## src/rtl/bsmd_pkg.sv

```systemverilog
// ----------------------------------------------------------------------------
// bsmd_pkg
// Shared widths, register indexes and item kind codes for the block
// sum/mean downsampler.
// ----------------------------------------------------------------------------
`timescale 1ns / 1ps

package bsmd_pkg;

	// fixed field widths
	localparam int VALUE_W    = 40;
	localparam int ROWS_W     = 11;
	localparam int COLS_W     = 16;
	localparam int FAC_W      = 5;
	localparam int CFG_IDX_W  = 3;
	localparam int CFG_DATA_W = 16;

	// parameter defaults
	localparam int MAX_ROWS_DEF     = 1024;
	localparam int MAX_FACTOR_DEF   = 16;
	localparam int SAMPLE_WIDTH_DEF = 32;

	localparam int QUEUE_DEPTH = 4;

	// register indexes
	localparam logic [CFG_IDX_W-1:0] CFG_ROWS   = 3'd0;
	localparam logic [CFG_IDX_W-1:0] CFG_COLS   = 3'd1;
	localparam logic [CFG_IDX_W-1:0] CFG_FACTOR = 3'd2;
	localparam logic [CFG_IDX_W-1:0] CFG_MODE   = 3'd3;
	localparam int                   CFG_COUNT  = 4;

	// register reset values
	localparam logic [ROWS_W-1:0] ROWS_RST = 11'd1;
	localparam logic [COLS_W-1:0] COLS_RST = 16'd1;
	localparam logic [FAC_W-1:0]  FAC_RST  = 5'd1;
	localparam logic              MODE_RST = 1'b1;

	// how the back end has to finish a queued block
	localparam int KIND_W = 2;
	localparam logic [KIND_W-1:0] KIND_ERR     = 2'd0;
	localparam logic [KIND_W-1:0] KIND_MISSING = 2'd1;
	localparam logic [KIND_W-1:0] KIND_SUM     = 2'd2;
	localparam logic [KIND_W-1:0] KIND_MEAN    = 2'd3;

	typedef struct packed {
		logic              last_of_frame;
		logic [KIND_W-1:0] kind;
	} item_tag_t;

	localparam int TAG_W = $bits(item_tag_t);

endpackage

```

## src/rtl/bsmd_fifo.sv

```systemverilog
// ----------------------------------------------------------------------------
// bsmd_fifo
// Short register queue between the accumulating front and the dividing
// back end.
// ----------------------------------------------------------------------------
`timescale 1ns / 1ps

module bsmd_fifo #(
	parameter int WIDTH = 53,
	parameter int DEPTH = bsmd_pkg::QUEUE_DEPTH
) (
	input  logic             clk,
	input  logic             arst_n,
	input  logic             push,
	input  logic [WIDTH-1:0] push_data,
	output logic             full,
	input  logic             pop,
	output logic [WIDTH-1:0] pop_data,
	output logic             empty
);
	localparam int PTR_W = (DEPTH > 1) ? $clog2(DEPTH) : 1;
	localparam int CNT_W = $clog2(DEPTH + 1);

	logic [WIDTH-1:0] slots_q [DEPTH];
	logic [PTR_W-1:0] wr_ptr_q, rd_ptr_q;
	logic [CNT_W-1:0] count_q;

	assign full     = (count_q == CNT_W'(DEPTH));
	assign empty    = (count_q == '0);
	assign pop_data = slots_q[rd_ptr_q];

	always_ff @(posedge clk) begin
		if (push) begin
			slots_q[wr_ptr_q] <= push_data;
		end
	end

	always_ff @(posedge clk or negedge arst_n) begin
		if (!arst_n) begin
			wr_ptr_q <= '0;
			rd_ptr_q <= '0;
			count_q  <= '0;
		end else begin
			if (push) begin
				wr_ptr_q <= (wr_ptr_q == PTR_W'(DEPTH - 1)) ? '0 : wr_ptr_q + 1'b1;
			end
			if (pop) begin
				rd_ptr_q <= (rd_ptr_q == PTR_W'(DEPTH - 1)) ? '0 : rd_ptr_q + 1'b1;
			end
			count_q <= count_q + CNT_W'(push) - CNT_W'(pop);
		end
	end

endmodule

```

## config.mk

```make
export PLATFORM = sky130hd
export DESIGN_NAME = bsmd_fifo
export DESIGN_NICKNAME = d
export VERILOG_FILES = /design/src/rtl/bsmd_pkg.sv /design/src/rtl/bsmd_fifo.sv
export SDC_FILE = /design/constraint.sdc
export NUM_CORES = 1
export LEC_CHECK = 0
export BUFFER_PORTS_ARGS = -buffer_cell sky130_fd_sc_hd__buf_4
export CAP_MARGIN = 20
export CELL_PAD_IN_SITES_DETAIL_PLACEMENT = 1
export CELL_PAD_IN_SITES_GLOBAL_PLACEMENT = 2
export CORE_MARGIN = 4
export CORE_UTILIZATION = 48
export DETAILED_ROUTE_END_ITERATION = 10
export MAX_ROUTING_LAYER = met4
export PLACE_DENSITY = 0.92
export SYNTH_ARGS = -nofsm -noshare
export SYNTH_HDL_FRONTEND = slang
export SYNTH_SLANG_ARGS = --single-unit
```

## constraint.sdc

```tcl
create_clock -name clk -period 7.4 [get_ports clk]
set_clock_uncertainty 0.1 [all_clocks]
set_input_delay 0.37 -clock clk [delete_from_list [all_inputs] [get_ports clk]]
set_output_delay 0.37 -clock clk [all_outputs]
set_load 0.005 [all_outputs]
```

[Yosys cells after proc, flatten, opt, wreduce, memory -nomap -nowiden]
Memories as Yosys holds them, arrays and structs flattened.
Cells that the tools add are included.
Cells by class
  add/subtract/negate cells: 4
  equal/unequal tests: 3
  muxes and demuxes: 4
  reductions and logical operators: 1
Operators with widths (number)
  $add 2x1->2 const B: 2
  $eq 2x2->1 const B: 2
  $mux 2: 2
  $add 3x1->3: 1
  $eq 3x3->1 const B: 1
  $logic_not 3->1: 1
  $sub 3x1->3: 1
  $mux 1: 2
Word-level totals
  register bits after elaboration: 7
  bits in writable memories: 212
  input port bits: 57
  output and inout bits: 55
  word-level logic and storage cells: 16
  memories kept: 1
Memories
  slots_q: words 4, width 53, rd ports 1, clocked after memory_dff 0, write ports 1, RTL line bsmd_fifo.sv:24  | logic [WIDTH-1:0] slots_q [DEPTH];

[Longest topological paths before layout]
  word-level depth: 2
  mapped depth: 6
  depth with buffers taken out: 6

[Least setup slack after synthesis]
OpenSTA, ideal clock, no wires.
  kind: register -> register
  start: reg wr_ptr_q[0]
  end: mem slots_q[2][0] (enable)
  setup time: 416 ps
  arrival time: 1878 ps
  required time: 6884 ps
  path slack: 5006 ps
  stages on the path, launching flop included: 4
  buffers on the path: 0
  clock period less this slack: 2394 ps
  path through: dfrtp_1 inv_1 ha_1 and2_1
RTL lines
  start, declared: RTL line bsmd_fifo.sv:25  | logic [PTR_W-1:0] wr_ptr_q, rd_ptr_q;
  start signal, assigned: RTL line bsmd_fifo.sv:45  | wr_ptr_q <= (wr_ptr_q == PTR_W'(DEPTH - 1)) ? '0 : wr_ptr_q + 1'b1;
  end, declared: RTL line bsmd_fifo.sv:24
No word-level cell before the write port.

[Worst setup path in the final report]
  start: reg rd_ptr_q[1]
  end: out pop_data[18]
On the way
  cells in the longest elaborated chain, start to end: 1
Ends and longest elaborated chain
  start, declared: RTL line bsmd_fifo.sv:25
  start signal, assigned: RTL line bsmd_fifo.sv:48  | rd_ptr_q <= (rd_ptr_q == PTR_W'(DEPTH - 1)) ? '0 : rd_ptr_q + 1'b1;
  $mem_v2 4x53
  end, declared: RTL line bsmd_fifo.sv:18  | output logic [WIDTH-1:0] pop_data,
Every way passes these cells.

==> metrics.yaml <==
hold_depth: 2
die_height_um: 138.1
syn_inst: 313
synthMuxAreaShare: 0.1519
power_frac_clock: 0.296
htreeDepth: 1
synth_area_um2: 8128
post_cts_buffers: 0
grt_util_all_layers: 0.1802
ios: 112
dp_hpwl_um: 9418
grt_max_degree: 57
start_util: 0.4901
worstPathArrival_ns: 2.37
ys_ff_latch: 219
p_comb_frac: 0.272
dpl.cell_count: 637
routed_wl_um: 16480
critical_path_class: "flop to primary output"
whs_ns: 0.04892
drt-initial-drc-count: 207
fin_crit_sh: 0.3838
relSlewSlack: 0.4071
nets: 562
gp_congestion: 0.7407
root_buffer: "clkbuf_16"
rsz0062_at_grt: "false"
syn_nets: 378
cts_buffers: 23
cts_tree: "done"
synth_compound_area_frac: 0.001232
yosysWarningCount: 0
endpoint_kind: "primary output"
p_switching_mw: 1.028
cp_data_required_time_ns: 6.93
yosysUniqueCellTypes: 20
final_design_area_no_fill_um2: 10490
clock_latency_ns: 0.49
cp_max_fo: 30
synth_top_family_by_area: "multiplexers"
first_pass_iters: 4
ir_drop_uv: 240.1
timing.final.crit_period_ns: 2.840
path_clk_slew_ns: 0.06
dieArea_um2: 19080
grt_first_pass_wirelength_um: 26110
fin_cells: 734
fillers: 1379
cap_violations: 0
leakage_nw: 3.691
syn_avg_cell_area_um2: 25.97
num_antenna_cells: 0
start_kind: "flop"
drive_gt1_frac: 0.4086
cts_resized: 0
multi_input_area_um2: 1428
power.density_nw_per_um2: 374.9
route.detailed.drc: 0
viasPerCell: 5.214
synth-xor-area-share: 0.002155
globalRouteOverflowTotal: 0
clock.fmax_mhz: 352.1
setup_viol: 0
power_mw: 3.933
synthSimpleGateAreaFrac: 0.006466
port_buffers: 111
p_seq_frac: 0.432
first_global_vias: 4468
std_cell_rows: 47
synth_seq_area_share: 0.8048
final_max_slew_viol_count: 0
placed_area_um2: 9143
fp.dieW_um: 138.1
cts_sinks: 219
synth_fa_ha_area_frac: 0.01324
ff2ff_path_depth: 4
seqCellArea_um2: 6546
core_area_um2: 16580
antenna_found_initial: 0
hold_viol: 0
syn_to_final_growth_pct: 29.06
p_int_mw: 2.905
outcome: "finished, final reports clean"
cts.path.max_buffers: 3
worstMarginPinSlew_ns: 0.8894
p_sw_frac: 0.2613
hold_class: "input port to flop"
fin_tns_setup_ns: 0
wire_per_inst_um: 22.46
ant_nets: 0
num_vias: 3827
flip-flops by register name, summed over array words and instances, names as in the netlist:
register,cells
rd_ptr_q,2
slots_q,212
count_q,3
wr_ptr_q,2
cells by family after synthesis:
logic type | count (synthesis)
simple gates | 9
fa+ha+maj | 8
buf+inv | 18
compound gates | 2
flops | 219
mux | 55
xor+xnor | 2
final timing paths:
| path | from | to | slack [ns] |
|---|---|---|---|
| hold reg to reg | wr_ptr_q[0] | wr_ptr_q[0] | 0.54 |
| max in group asynchronous | arst_n | rd_ptr_q[0] | 6.93 |
| setup / recovery | rd_ptr_q[1] | pop_data[18] | 4.56 |
| hold / removal | push | wr_ptr_q[0] | 0.05 |
| min in group asynchronous | arst_n | count_q[0] | 0.12 |
| setup reg to reg | wr_ptr_q[0] | slots_q[2][39] | 5.07 |
cells in the mapped netlist:
| cell | count | area, um2 |
|---|---|---|
| nor2_1 | 1 | 3.750 |
| xnor2_1 | 1 | 8.760 |
| o21ai_0 | 2 | 10.01 |
| xor2_1 | 1 | 8.760 |
| dfrtp_1 | 7 | 175.2 |
| buf_12 | 5 | 100.1 |
| buf_6 | 1 | 11.26 |
| edfxtp_1 | 212 | 6366 |
| ha_1 | 7 | 87.58 |
| mux4_1 | 5 | 131.4 |
| and2_1 | 4 | 25.02 |
| mux4_2 | 48 | 1081 |
| buf_2 | 6 | 30.03 |
| fa_1 | 1 | 20.02 |
| and3_1 | 1 | 6.260 |
| nand2_1 | 1 | 3.750 |
| or3b_2 | 1 | 8.760 |
| inv_1 | 6 | 22.52 |
| mux2_2 | 2 | 22.52 |
| nor3_1 | 1 | 5.000 |
power by group through the flow:
stage / logic (mW) / registers [mW] / clock network (mW)
6_report: 1.07 / 1.70 / 1.16
5_1_grt: 1.16 / 1.72 / 1.25
4_1_cts: 1.01 / 1.77 / 1.19
3_5_place_dp: 0.977 / 1.80 / 0
3_3_place_gp: 0.943 / 1.78 / 0
2_1_floorplan: 0.667 / 1.66 / 0
metal layers:
metal	track usage	vias up	routed length, um	share of wire
li1	-	1704	-	-
met1	0.2176	2002	6507	0.39
met2	0.3212	99	8974	0.54
met3	0.03246	22	745	0.045
met4	0.03796	0	255	0.015
met5	-	-	0	0
repair_timing:
action	4_1_cts	5_1_grt
setup endpoints to repair	0	0
hold endpoints to repair	219	0
hold buffers	54	0
cells in the final DEF, fill, tap and decap left out, drive strengths merged:
cell type,instances
edfxtp,212
bufinv,4
dlygate4sd3,54
mux2,2
or3b,1
inv,7
clkinv,11
nor3,1
clkinvlp,2
fa,1
buf,117
dfrtp,7
xnor2,1
nor2,1
mux4,53
clkbuf,24
o21ai,2
and3,1
xor2,1
and2,4
ha,7
nand2,1
metrics by stage:
step	util	setup WS, ns
floorplan	-	5.006
global placement	0.5513	4.880
detailed placement	0.5513	4.865
CTS	0.6309	4.325
global route	0.6326	4.456
finish	0.6326	4.560
worst max-delay path: stages, from the launching register on:
cell and delay [ns]:
dfrtp_2 0.77, buf_4 0.51, mux4_2 0.41, buf_4 0.16
final cells by class:
class | count | share of cell area
clock inverters | 18 | 0.01908
clock buffers | 24 | 0.05522
repair buffers | 171 | 0.1372
inverters | 6 | 0.002147
multi-input cells | 76 | 0.1361
well taps | 220 | 0.02624
flip-flops and latches | 219 | 0.6240
Note: power is estimated with default switching activity, not from simulation.
