$ cat config.mk
export PLATFORM = sky130hd
export DESIGN_NAME = bsmd_back_flat
export DESIGN_NICKNAME = d
export VERILOG_FILES = /design/src/rtl/bsmd_pkg.sv /design/src/rtl/bsmd_if.sv /design/src/rtl/bsmd_back.sv /design/src/flat_wrapper.sv
export SDC_FILE = /design/constraint.sdc
export NUM_CORES = 1
export LEC_CHECK = 0
export BUFFER_PORTS_ARGS = -buffer_cell sky130_fd_sc_hd__buf_2
export CELL_PAD_IN_SITES_DETAIL_PLACEMENT = 0
export CELL_PAD_IN_SITES_GLOBAL_PLACEMENT = 1
export CORE_UTILIZATION = 44
export DETAILED_ROUTE_END_ITERATION = 8
export PLACE_DENSITY_LB_ADDON = 0.1
export SYNTH_ARGS = -nofsm -noshare
export SYNTH_HDL_FRONTEND = slang
export SYNTH_SLANG_ARGS = --single-unit
$ cat constraint.sdc
create_clock -name clk -period 5.5 [get_ports clk]
set_input_delay 0.275 -clock clk [delete_from_list [all_inputs] [get_ports clk]]
set_output_delay 0.275 -clock clk [all_outputs]
set_load 0.01 [all_outputs]
$ cat src/rtl/bsmd_pkg.sv
// ----------------------------------------------------------------------------
// bsmd_pkg
// Shared widths, register indexes and item kind codes for the block
// sum/mean downsampler.
// ----------------------------------------------------------------------------
`timescale 1ns / 1ps

package bsmd_pkg;

	// fixed field widths
	localparam int VALUE_W    = 40;
	localparam int ROWS_W     = 11;
	localparam int COLS_W     = 16;
	localparam int FAC_W      = 5;
	localparam int CFG_IDX_W  = 3;
	localparam int CFG_DATA_W = 16;

	// parameter defaults
	localparam int MAX_ROWS_DEF     = 1024;
	localparam int MAX_FACTOR_DEF   = 16;
	localparam int SAMPLE_WIDTH_DEF = 32;

	localparam int QUEUE_DEPTH = 4;

	// register indexes
	localparam logic [CFG_IDX_W-1:0] CFG_ROWS   = 3'd0;
	localparam logic [CFG_IDX_W-1:0] CFG_COLS   = 3'd1;
	localparam logic [CFG_IDX_W-1:0] CFG_FACTOR = 3'd2;
	localparam logic [CFG_IDX_W-1:0] CFG_MODE   = 3'd3;
	localparam int                   CFG_COUNT  = 4;

	// register reset values
	localparam logic [ROWS_W-1:0] ROWS_RST = 11'd1;
	localparam logic [COLS_W-1:0] COLS_RST = 16'd1;
	localparam logic [FAC_W-1:0]  FAC_RST  = 5'd1;
	localparam logic              MODE_RST = 1'b1;

	// how the back end has to finish a queued block
	localparam int KIND_W = 2;
	localparam logic [KIND_W-1:0] KIND_ERR     = 2'd0;
	localparam logic [KIND_W-1:0] KIND_MISSING = 2'd1;
	localparam logic [KIND_W-1:0] KIND_SUM     = 2'd2;
	localparam logic [KIND_W-1:0] KIND_MEAN    = 2'd3;

	typedef struct packed {
		logic              last_of_frame;
		logic [KIND_W-1:0] kind;
	} item_tag_t;

	localparam int TAG_W = $bits(item_tag_t);

endpackage

$ cat src/rtl/bsmd_if.sv


interface bsmd_out_if;
	import bsmd_pkg::*;

	logic                      valid;
	logic                      ready;
	logic signed [VALUE_W-1:0] block_value;
	logic                      block_missing;
	logic                      last_of_frame;
	logic                      config_error;

	modport source (output valid, output block_value, output block_missing,
		output last_of_frame, output config_error, input ready);
	modport sink (input valid, input block_value, input block_missing,
		input last_of_frame, input config_error, output ready);
endinterface

$ cat src/rtl/bsmd_back.sv
// ----------------------------------------------------------------------------
// bsmd_back
// Finishes queued blocks: bit-serial signed division for mean mode and the
// result output register.
// ----------------------------------------------------------------------------
`timescale 1ns / 1ps

module bsmd_back #(
	parameter int CNT_W  = 9,
	parameter int SUM_W  = 41,
	parameter int ITEM_W = 53
) (
	input  logic              clk,
	input  logic              arst_n,
	input  logic              empty,
	input  logic [ITEM_W-1:0] pop_data,
	output logic              pop,
	bsmd_out_if.source        out_ch
);
	import bsmd_pkg::*;

	localparam int DCNT_W = $clog2(SUM_W);

	localparam logic [1:0] ST_IDLE = 2'd0;
	localparam logic [1:0] ST_DIV  = 2'd1;
	localparam logic [1:0] ST_OUT  = 2'd2;

	logic [1:0]              state_q;
	logic [SUM_W-1:0]        quo_q;
	logic [CNT_W-1:0]        rem_q, div_q;
	logic                    neg_q;
	logic [DCNT_W-1:0]       dcnt_q;
	logic signed [VALUE_W-1:0] val_q;
	logic                    miss_q, lof_q, err_q;

	item_tag_t               tag;
	logic signed [SUM_W-1:0] in_sum;
	logic [CNT_W-1:0]        in_cnt;
	logic [SUM_W-1:0]        in_mag;
	logic [CNT_W:0]          rem_sh;
	logic                    qbit;
	logic [CNT_W-1:0]        rem_n;
	logic [SUM_W-1:0]        quo_n;
	logic signed [SUM_W-1:0] div_res;

	assign tag    = pop_data[ITEM_W-1:CNT_W+SUM_W];
	assign in_cnt = pop_data[CNT_W+SUM_W-1:SUM_W];
	assign in_sum = pop_data[SUM_W-1:0];
	assign in_mag = in_sum[SUM_W-1] ? ~in_sum + 1'b1 : in_sum;

	// restoring step on the magnitude, quotient shifts in from the right
	assign rem_sh  = {rem_q, quo_q[SUM_W-1]};
	assign qbit    = (rem_sh >= {1'b0, div_q});
	assign rem_n   = qbit ? CNT_W'(rem_sh - {1'b0, div_q}) : rem_sh[CNT_W-1:0];
	assign quo_n   = {quo_q[SUM_W-2:0], qbit};
	assign div_res = neg_q ? ~quo_n + 1'b1 : quo_n;

	assign pop = (state_q == ST_IDLE) && !empty;

	always_ff @(posedge clk or negedge arst_n) begin
		if (!arst_n) begin
			state_q <= ST_IDLE;
		end else begin
			case (state_q)
				ST_IDLE: begin
					if (!empty) begin
						state_q <= (tag.kind == KIND_MEAN) ? ST_DIV : ST_OUT;
					end
				end
				ST_DIV: begin
					if (dcnt_q == DCNT_W'(SUM_W - 1)) begin
						state_q <= ST_OUT;
					end
				end
				ST_OUT: begin
					if (out_ch.ready) begin
						state_q <= ST_IDLE;
					end
				end
				default: state_q <= ST_IDLE;
			endcase
		end
	end

	always_ff @(posedge clk) begin
		if (pop) begin
			lof_q  <= tag.last_of_frame;
			miss_q <= (tag.kind == KIND_MISSING);
			err_q  <= (tag.kind == KIND_ERR);
			val_q  <= (tag.kind == KIND_SUM) ? VALUE_W'(in_sum) : '0;
			quo_q  <= in_mag;
			rem_q  <= '0;
			div_q  <= in_cnt;
			neg_q  <= in_sum[SUM_W-1];
			dcnt_q <= '0;
		end else if (state_q == ST_DIV) begin
			quo_q  <= quo_n;
			rem_q  <= rem_n;
			dcnt_q <= dcnt_q + 1'b1;
			if (dcnt_q == DCNT_W'(SUM_W - 1)) begin
				val_q <= VALUE_W'(div_res);
			end
		end
	end

	assign out_ch.valid         = (state_q == ST_OUT);
	assign out_ch.block_value   = val_q;
	assign out_ch.block_missing = miss_q;
	assign out_ch.last_of_frame = lof_q;
	assign out_ch.config_error  = err_q;

endmodule

$ cat src/flat_wrapper.sv
// flat-port wrapper written by rule: the top's interface ports become plain ports
module bsmd_back_flat import bsmd_pkg::*;
#(
	parameter int CNT_W  = 9,
	parameter int SUM_W  = 41,
	parameter int ITEM_W = 53
)
  (clk, arst_n, empty, pop_data, pop, out_ch_valid, out_ch_block_value, out_ch_block_missing, out_ch_last_of_frame, out_ch_config_error, out_ch_ready);
  bsmd_out_if out_ch_i ();
  input  logic clk;
  input  logic arst_n;
  input  logic empty;
  input  logic [ITEM_W-1:0] pop_data;
  output logic pop;
  output wire logic [$bits(out_ch_i.valid)-1:0] out_ch_valid;
  output wire logic [$bits(out_ch_i.block_value)-1:0] out_ch_block_value;
  output wire logic [$bits(out_ch_i.block_missing)-1:0] out_ch_block_missing;
  output wire logic [$bits(out_ch_i.last_of_frame)-1:0] out_ch_last_of_frame;
  output wire logic [$bits(out_ch_i.config_error)-1:0] out_ch_config_error;
  input wire logic [$bits(out_ch_i.ready)-1:0] out_ch_ready;
  assign out_ch_valid = out_ch_i.valid;
  assign out_ch_block_value = out_ch_i.block_value;
  assign out_ch_block_missing = out_ch_i.block_missing;
  assign out_ch_last_of_frame = out_ch_i.last_of_frame;
  assign out_ch_config_error = out_ch_i.config_error;
  assign out_ch_i.ready = out_ch_ready;
  bsmd_back #(.CNT_W(CNT_W), .SUM_W(SUM_W), .ITEM_W(ITEM_W)) u_core (.clk(clk), .arst_n(arst_n), .empty(empty), .pop_data(pop_data), .pop(pop), .out_ch(out_ch_i));
endmodule
After elaboration in Yosys (flattened, before gate mapping). Index checks and enable logic that the tools add are counted.

Logic and storage cells: 48. Register bits after elaboration: 111. Output and inout port bits: 45.

Reduce and logical (&&, ||, !) cells: 8. $add $sub $neg: 4. $lt $le $gt $ge: 1. Bitwise operators: 2. Multiplexer cells: 14. Eq/ne operators: 9.

Operators by type and width (count): 2-to-1 mux 40 bit (5); 2-to-1 mux 41 bit (3); adder 41 x 1 -> 41 bit (second input constant) (1); NOT 41 bit (1); adder 40 x 1 -> 40 bit (second input constant) (1); NOT 40 bit (1); >= comparator 10 x 9 -> 1 bit (1); 2-to-1 mux 9 bit (1); subtractor 9 bit (1); 2-to-1 mux 2 bit (4); adder 6 x 1 -> 6 bit (second input constant) (1); == test 2 bit (second input constant) (3); == test 6 bit (second input constant) (1); one-hot mux 2 bit (3 select lines) (1); == test 2 x 1 -> 1 bit (second input constant) (2); logical NOT 2 bit (2); inequality test 2 x 1 -> 1 bit (second input constant) (2); nonzero test 2 bit (2); AND reduction 3 bit (1); inequality test 2 bit (second input constant) (1); AND reduction 2 bit (1); logical AND 1 bit (1); logical NOT 1 bit (1).

Longest topological paths before layout. Gate-level depths: netlist of the first run.

Depth after elaboration: 7. Depth in mapped cells: 16.

Least setup slack after synthesis of the first run. Ideal clock, no wire load.

Path type: register to register. Start: register u_core.dcnt_q[0]. End: register u_core.val_q[0] (netlist: u_core.out_ch.block_value[0]), enable pin. Data required time: 5007 ps. Clock period less this slack: 4177 ps. Slack: 1323 ps. Data arrival time: 3684 ps. Cell stages (with the launch flop): 6. Cells stage by stage: dfxtp_1 -> inv_1 -> ha_1 -> nor4bb_1 -> nand2_1 -> o21ai_0.

Longest elaborated chain between the ends: 3.

RTL lines: from (decl) (line bsmd_back.sv:32) `logic [DCNT_W-1:0] dcnt_q;`; from (signal assigned) (line bsmd_back.sv:99) `dcnt_q <= dcnt_q + 1'b1;`; == test 6 bit (line bsmd_back.sv:100) `if (dcnt_q == DCNT_W'(SUM_W - 1)) begin`; nonzero test 2 bit (no source line); AND reduction 2 bit (no source line); to (signal assigned) (line bsmd_back.sv:90) `val_q <= (tag.kind == KIND_SUM) ? VALUE_W'(in_sum) : '0;`; to (signal assigned) (line bsmd_back.sv:101) `val_q <= VALUE_W'(div_res);`; to (decl) (line bsmd_back.sv:33) `logic signed [VALUE_W-1:0] val_q;`.

No other way between the ends. A chain may end at the register's enable or synchronous reset.

Worst setup path in the final report of the first run.
Start: register u_core.quo_q[40]. End: register u_core.val_q[30] (netlist: u_core.out_ch.block_value[30]) (data pin).

Longest elaborated chain between the ends: 7.

RTL lines: from (decl) (line bsmd_back.sv:29) `logic [SUM_W-1:0] quo_q;`; from (signal assigned) (line bsmd_back.sv:91) `quo_q <= in_mag;`; from (signal assigned) (line bsmd_back.sv:97) `quo_q <= quo_n;`; >= comparator 10 x 9 -> 1 bit (line bsmd_back.sv:53) `assign qbit = (rem_sh >= {1'b0, div_q});`; NOT 40 bit (line bsmd_back.sv:56) `assign div_res = neg_q ? ~quo_n + 1'b1 : quo_n;`; adder 40 x 1 -> 40 bit (line bsmd_back.sv:56); 2-to-1 mux 40 bit (line bsmd_back.sv:56); 2-to-1 mux 40 bit (line bsmd_back.sv:100); 2-to-1 mux 40 bit (line bsmd_back.sv:96) `end else if (state_q == ST_DIV) begin`; 2-to-1 mux 40 bit (line bsmd_back.sv:86) `if (pop) begin`.

No other way between the ends. The select of a mux whose other input is x is not followed.

==> results of run 1 <==
==> flip-flops by register name, summed over array words and instances (netlist names) <==
register,count
u_core.quo_q,41
u_core.out_ch.config_error,1
u_core.out_ch.block_value,40
u_core.dcnt_q,6
u_core.rem_q,9
u_core.out_ch.block_missing,1
u_core.div_q,9
u_core.neg_q,1
u_core.state_q,2
u_core.out_ch.last_of_frame,1
==> Yosys cell counts (7+ instances only) <==
master and n:
nand3_1 20, or3_1 8, dfxtp_1 15, xor2_1 55, a31oi_1 11, nor3_1 16
edfxtp_1 94, o31ai_1 22, a21oi_1 15, xnor2_1 29, nor2_1 21, or4_1 10
o21ai_0 102, a41oi_1 7, ha_1 13, clkbuf_1 31, inv_1 22, nor4_1 8
nand2_1 102
==> worst paths after layout <==
check                                  from                             to
setup / recovery           u_core.quo_q[40]  u_core.out_ch.block_value[30]
hold / removal                 pop_data[52]    u_core.out_ch.last_of_frame
setup reg to reg           u_core.quo_q[40]  u_core.out_ch.block_value[30]
hold reg to reg             u_core.rem_q[8]                u_core.rem_q[8]
max in group asynchronous            arst_n              u_core.state_q[1]
min in group asynchronous            arst_n              u_core.state_q[0]
==> worst max-delay path: stages, from the launching register on <==
cell and delay [ns]:
edfxtp_1 0.40, inv_1 0.08, ha_1 0.18, fa_1 0.21, nor2b_1 0.07, o22a_1 0.21, o21ai_1 0.14, buf_4 0.30
nand2_1 0.22, inv_1 0.34, ha_1 0.24, inv_1 0.09, nor4_4 0.57, nand4_1 0.30, o31ai_1 0.36, xor2_1 0.17
o21ai_0 0.08
==> stage by stage <==
step | hold slack [ns] | power (mW)
detailed placement | 0.0620 | 3.31
CTS | 0.0813 | 3.98
global placement | 0.0607 | 3.28
global route | 0.0830 | 4.23
floorplan | -0.0206 | 2.79
finish | 0.0894 | 3.94
==> placed cells by master (no fill, tap or decap), types with 7 or more instances in the layout <==
cell type / netlist / final
a21oi_1: 15 / 15
a31oi_1: 11 / 11
a41oi_1: 7 / 7
buf_2: 1 / 101
buf_4: 0 / 7
clkbuf_16: 0 / 9
dfxtp_1: 15 / 15
edfxtp_1: 94 / 94
ha_1: 13 / 13
inv_1: 22 / 22
nand2_1: 102 / 102
nand3_1: 20 / 20
nor2_1: 21 / 21
nor3_1: 16 / 16
nor4_1: 8 / 8
o21ai_0: 102 / 101
o31ai_1: 22 / 22
or3_1: 8 / 7
or4_1: 10 / 10
xnor2_1: 29 / 29
xor2_1: 55 / 55
==> layer usage <==
metal / part of all wire / vias up / routed length, um / track usage
met4: 0.013 / 0 / 207 / 0.0645
met1: 0.47 / 2613 / 7640 / 0.296
met5: 0 / - / 0 / 0
met2: 0.48 / 160 / 7830 / 0.356
met3: 0.045 / 14 / 734 / 0.0301
li1: - / 2657 / - / -
==> power by group <==
part,leakage [nW],internal (mW),switching (mW)
Sequential,1.05,1.46,0.281
Clock,0.132,0.350,0.304
Combinational,1.69,0.598,0.950
==> kinds of logic (layout without fill, tap and decap cells) <==
logic type      count (synthesis)  after routing  share of synthesized area
compound gates                187            187                      0.173
flops                         111            111                      0.482
xor+xnor                       84             84                      0.112
buf+inv                        60            148                     0.0344
simple gates                  220            220                      0.167
mux                             3              3                    0.00456
fa+ha+maj                      14             14                     0.0277
==> layout make-up <==
cell class                 count  area [um2]  area share
clock buffer                  11         233      0.0309
multi-input combinational    508        3200       0.425
inverter                      23        86.3      0.0114
sequential                   111        3170       0.421
timing repair buffer         109         568      0.0753
tap                          184         230      0.0305
clock inverter                 5        48.8     0.00647
==> impl_metrics.tcl, run 1 <==
set metrics [dict create \
    status "completed" \
    die_width_um 124 \
    pre_cts_ws_ns 1.28 \
    max_freq_ghz 0.237 \
    skew_ns 0.00677 \
    maxSlewViolCount 0 \
    io_pins 102 \
    synth_top_area_cell "edfxtp_1" \
    wl_um 16400 \
    start_util 0.451 \
    portBuffers 101 \
    drive_above_1_share 0.184 \
    rrSetupSlack_ns 1.27 \
    synth_nets 750 \
    power_density_nw_per_um2 523 \
    ys_seq_elements 111 \
    yosys_warnings 0 \
    min_path_type "primary input to flop" \
    start_kind "flop" \
    fin_cells 951 \
    cts-htree-levels 3 \
    vias 5444 \
    track_usage 0.216 \
    die-area_um2 15500 \
    grt_pass1_wl_um 26800 \
    placed_cells 934 \
    synthArstFlopShare 0.0180 \
    clock_path_buffers 2 \
    hold_viol 0 \
    first_global_vias 5189 \
    crit_arrival_ns 4.31 \
    cts_buffers 9 \
    post_cts_buffers 0 \
    yosysSeqAreaShare 0.482 \
    tightest_slew_ns 1.17 \
    synth_top_area_share 0.429 \
    cts_tree "done" \
    worstSkewPairLatency_ns 0.36 \
    dp_hpwl_um 11200 \
    cts.sinks 111 \
    routedWlPerCell_um 17.3 \
    grt_overflow 0 \
    rsz0062_at_grt "no" \
    r2r_cells 16 \
    fillers 1322 \
    drcViolationCount 0 \
    fin_nets 833 \
    first_pass_iters 5 \
    hold_buffers 1 \
    antenna_cells 0 \
    drtIter0Drc 414 \
    syn_inst 679 \
    synth_ff_type "edfxtp_1" \
    fin_util 0.517 \
    setup_slack_ns 1.27 \
    avgSynthCellArea_um2 9.70 \
    final_area_um2 7540 \
    dieHeight_um 124 \
    antenna_found_initial 1 \
    ir_drop_uv 382 \
    dpl-instance-area_um2 7250 \
    setup_tns_ns 0 \
    synth_area_leaders "edfxtp_1 43%, o21ai_0 7.8%, xor2_1 7.3%" \
    cts.repair.resized 0 \
    post_synth_num_cell_types 57 \
    end_kind "flop" \
    core_um2 14600 \
    syn_area_um2 6580 \
    clk_pin_slew_worst_paths_ns 0.07 \
    maxCapViolations 0 \
    ant_nets 0 \
    viasPerCell 5.72 \
    area.growth.synth_to_final_pct 14.5 \
    row_count 44 \
    grt_max_degree 91 \
    period_share 0.768 \
    hold_depth 1 \
    cp.required_ns 5.59 \
    slew_headroom 0.217 \
    gp_congestion 0.816 \
    power_leakage_nw 2.87 \
    synth_edf_count 94 \
    setup_violations 0 \
    period_needed_ns 4.23 \
    critical_path_class "flop to flop" \
    critical_path.max_fanout 24 \
    cts-root-buf "clkbuf_16" \
]
Power figures use the tool's default switching activity.
==> run 2, diff against run 1 <==
==> constraint.sdc (replaced) <==
create_clock -name clk -period 4.17 [get_ports clk]
set_input_delay 0.2085 -clock clk [delete_from_list [all_inputs] [get_ports clk]]
set_output_delay 0.2085 -clock clk [all_outputs]
set_load 0.01 [all_outputs]
==> run 2 against run 1 <==
  * Non-clock buffer count up 3
  * Critical path type unchanged
  * Power increased by 32%
  * Final area rose by 0.37%
  * Clock skew is 0.0045 ns higher
  * Critical endpoint is now u_core.out_ch.block_value[36]
  * Flip-flop and latch count unchanged
  * Sequential power grew 32%
  * First-iteration DRC count is 8.2% lower
  * Global-route usage rose by 0.17 points
  * Critical path depth shrank 1
  * Worst setup slack got worse by 0.76 ns
  * Die area unchanged
  * Register-to-register slack lost 0.76 ns
==> impl_metrics.tcl, run 2 (same netlist as run 1, synthesis figures left out) <==
set metrics [dict create \
    track_usage 0.218 \
    drcViolationCount 0 \
    vias 5396 \
    status "completed" \
    maxSlewViolCount 0 \
    cts_tree "done" \
    first_pass_iters 4 \
    routedWlPerCell_um 17.2 \
    drive_above_1_share 0.190 \
    power_leakage_nw 2.89 \
    use_met2 0.363 \
    maxCapViolations 0 \
    post_cts_buffers 0 \
    met3_usage 0.0284 \
    row_count 44 \
    start_util 0.451 \
    tightest_slew_ns 1.21 \
    power_density_nw_per_um2 687 \
    dp_hpwl_um 11300 \
    die-area_um2 15500 \
    slew_headroom 0.191 \
    end_kind "flop" \
    clk_pin_slew_worst_paths_ns 0.07 \
    largest_reg_flops 41 \
    total_power_mw 5.20 \
    setup_violations 0 \
    grt_overflow 0 \
    core_um2 14600 \
    dieHeight_um 124 \
    top_usage_layer "met2" \
    gp_congestion 0.802 \
    cp.required_ns 4.25 \
    drtIter0Drc 380 \
    cts-root-buf "clkbuf_16" \
    io_pins 102 \
    fin_nets 836 \
    clock_path_buffers 2 \
    r2r_cells 15 \
    wl_um 16400 \
    area.growth.synth_to_final_pct 15.0 \
    ant_nets 0 \
    fillers 1339 \
    min_path_type "primary input to flop" \
    setup_tns_ns 0 \
    grt_max_degree 90 \
    period_needed_ns 3.66 \
    portBuffers 101 \
    cts_buffers 9 \
    regMostFlops "u_core.quo_q" \
    hold_depth 1 \
    viasPerCell 5.66 \
    antenna_cells 0 \
    layout_commonest_cell "nand2_1" \
    start_kind "flop" \
    critical_path_class "flop to flop" \
    period_share 0.878 \
    ir_drop_uv 333 \
    hold_viol 0 \
    die_width_um 124 \
    antenna_found_initial 1 \
    mostFrequentLayoutCells "102 x nand2_1, 101 x o21ai_0, 101 x buf_2" \
    rsz0062_at_grt "no" \
    globalRouteMet1Util 0.294 \
    grt_pass1_wl_um 26800 \
    critical_path.max_fanout 7 \
    crit_arrival_ns 3.74 \
    skew_ns 0.0112 \
    cts.sinks 111 \
    max_freq_ghz 0.273 \
    first_global_vias 5160 \
    worstSkewPairLatency_ns 0.36 \
    cts-htree-levels 3 \
]
[run 2: cell type report]
type,instances,area [um2],share of cell area
Tap cell,184,230,0.0304
Clock buffer,14,275,0.0364
Timing Repair Buffer,112,591,0.0780
Multi-Input combinational cell,508,3200,0.423
Sequential cell,111,3170,0.419
Inverter,23,86.3,0.0114
Clock inverter,2,11.3,0.00149
[run 2: stage by stage]
| step | hold WS (ns) | util | area [um2] | setup slack [ns] | instances |
|---|---|---|---|---|---|
| 2_1_floorplan | -0.0871 | - | 6580 | 0.671 | 679 |
| 3_3_place_gp | -0.00701 | 0.498 | 7270 | 0.651 | 937 |
| 3_5_place_dp | -0.00408 | 0.498 | 7270 | 0.530 | 937 |
| 4_1_cts | 0.0149 | 0.519 | 7570 | 0.504 | 954 |
| 5_1_grt | 0.0156 | 0.519 | 7570 | 0.208 | 954 |
| 6_report | 0.0248 | 0.519 | 7570 | 0.510 | 954 |
[run 2: path summary, 6_finish.rpt]
kind                                   from                             to  slack [ns]
min reg2reg                 u_core.rem_q[2]                u_core.rem_q[2]        0.49
max reg2reg                u_core.quo_q[40]  u_core.out_ch.block_value[36]        0.51
min                            pop_data[52]    u_core.out_ch.last_of_frame        0.02
max in group asynchronous            arst_n              u_core.state_q[1]        3.92
min in group asynchronous            arst_n              u_core.state_q[0]        0.16
max                        u_core.quo_q[40]  u_core.out_ch.block_value[36]        0.51
[run 2: report_power, final]
group          internal (mW)  switching (mW)  total, mW
registers               1.93           0.364       2.29
logic                  0.798            1.25       2.05
clock network          0.459           0.400      0.860
[run 2: repair_timing]
| item | 4_1_cts | 5_1_grt |
|---|---|---|
| hold buffers | 1 | 0 |
| hold endpoints to repair | 2 | 0 |
| resized for setup | 0 | 0 |
| endpoints found under the setup margin | 0 | 0 |
[run 2: worst max-delay path, cell delays in order (launching register included)]
cell	delay [ns]
edfxtp_1	0.39
inv_1	0.07
ha_1	0.18
fa_1	0.22
nor2b_1	0.07
o22a_1	0.22
o21ai_1	0.19
nand2_1	0.20
inv_1	0.12
ha_1	0.17
inv_1	0.08
nor4_4	0.56
nand4_1	0.31
o31ai_1	0.36
xor2_1	0.16
o21ai_0	0.08
[run 2: routing by layer]
layer / part of all wire / vias to the layer above
met4: 0.013 / 2
met3: 0.047 / 15
met2: 0.49 / 137
li1: - / 2660
met1: 0.45 / 2582
met5: 0.00049 / -
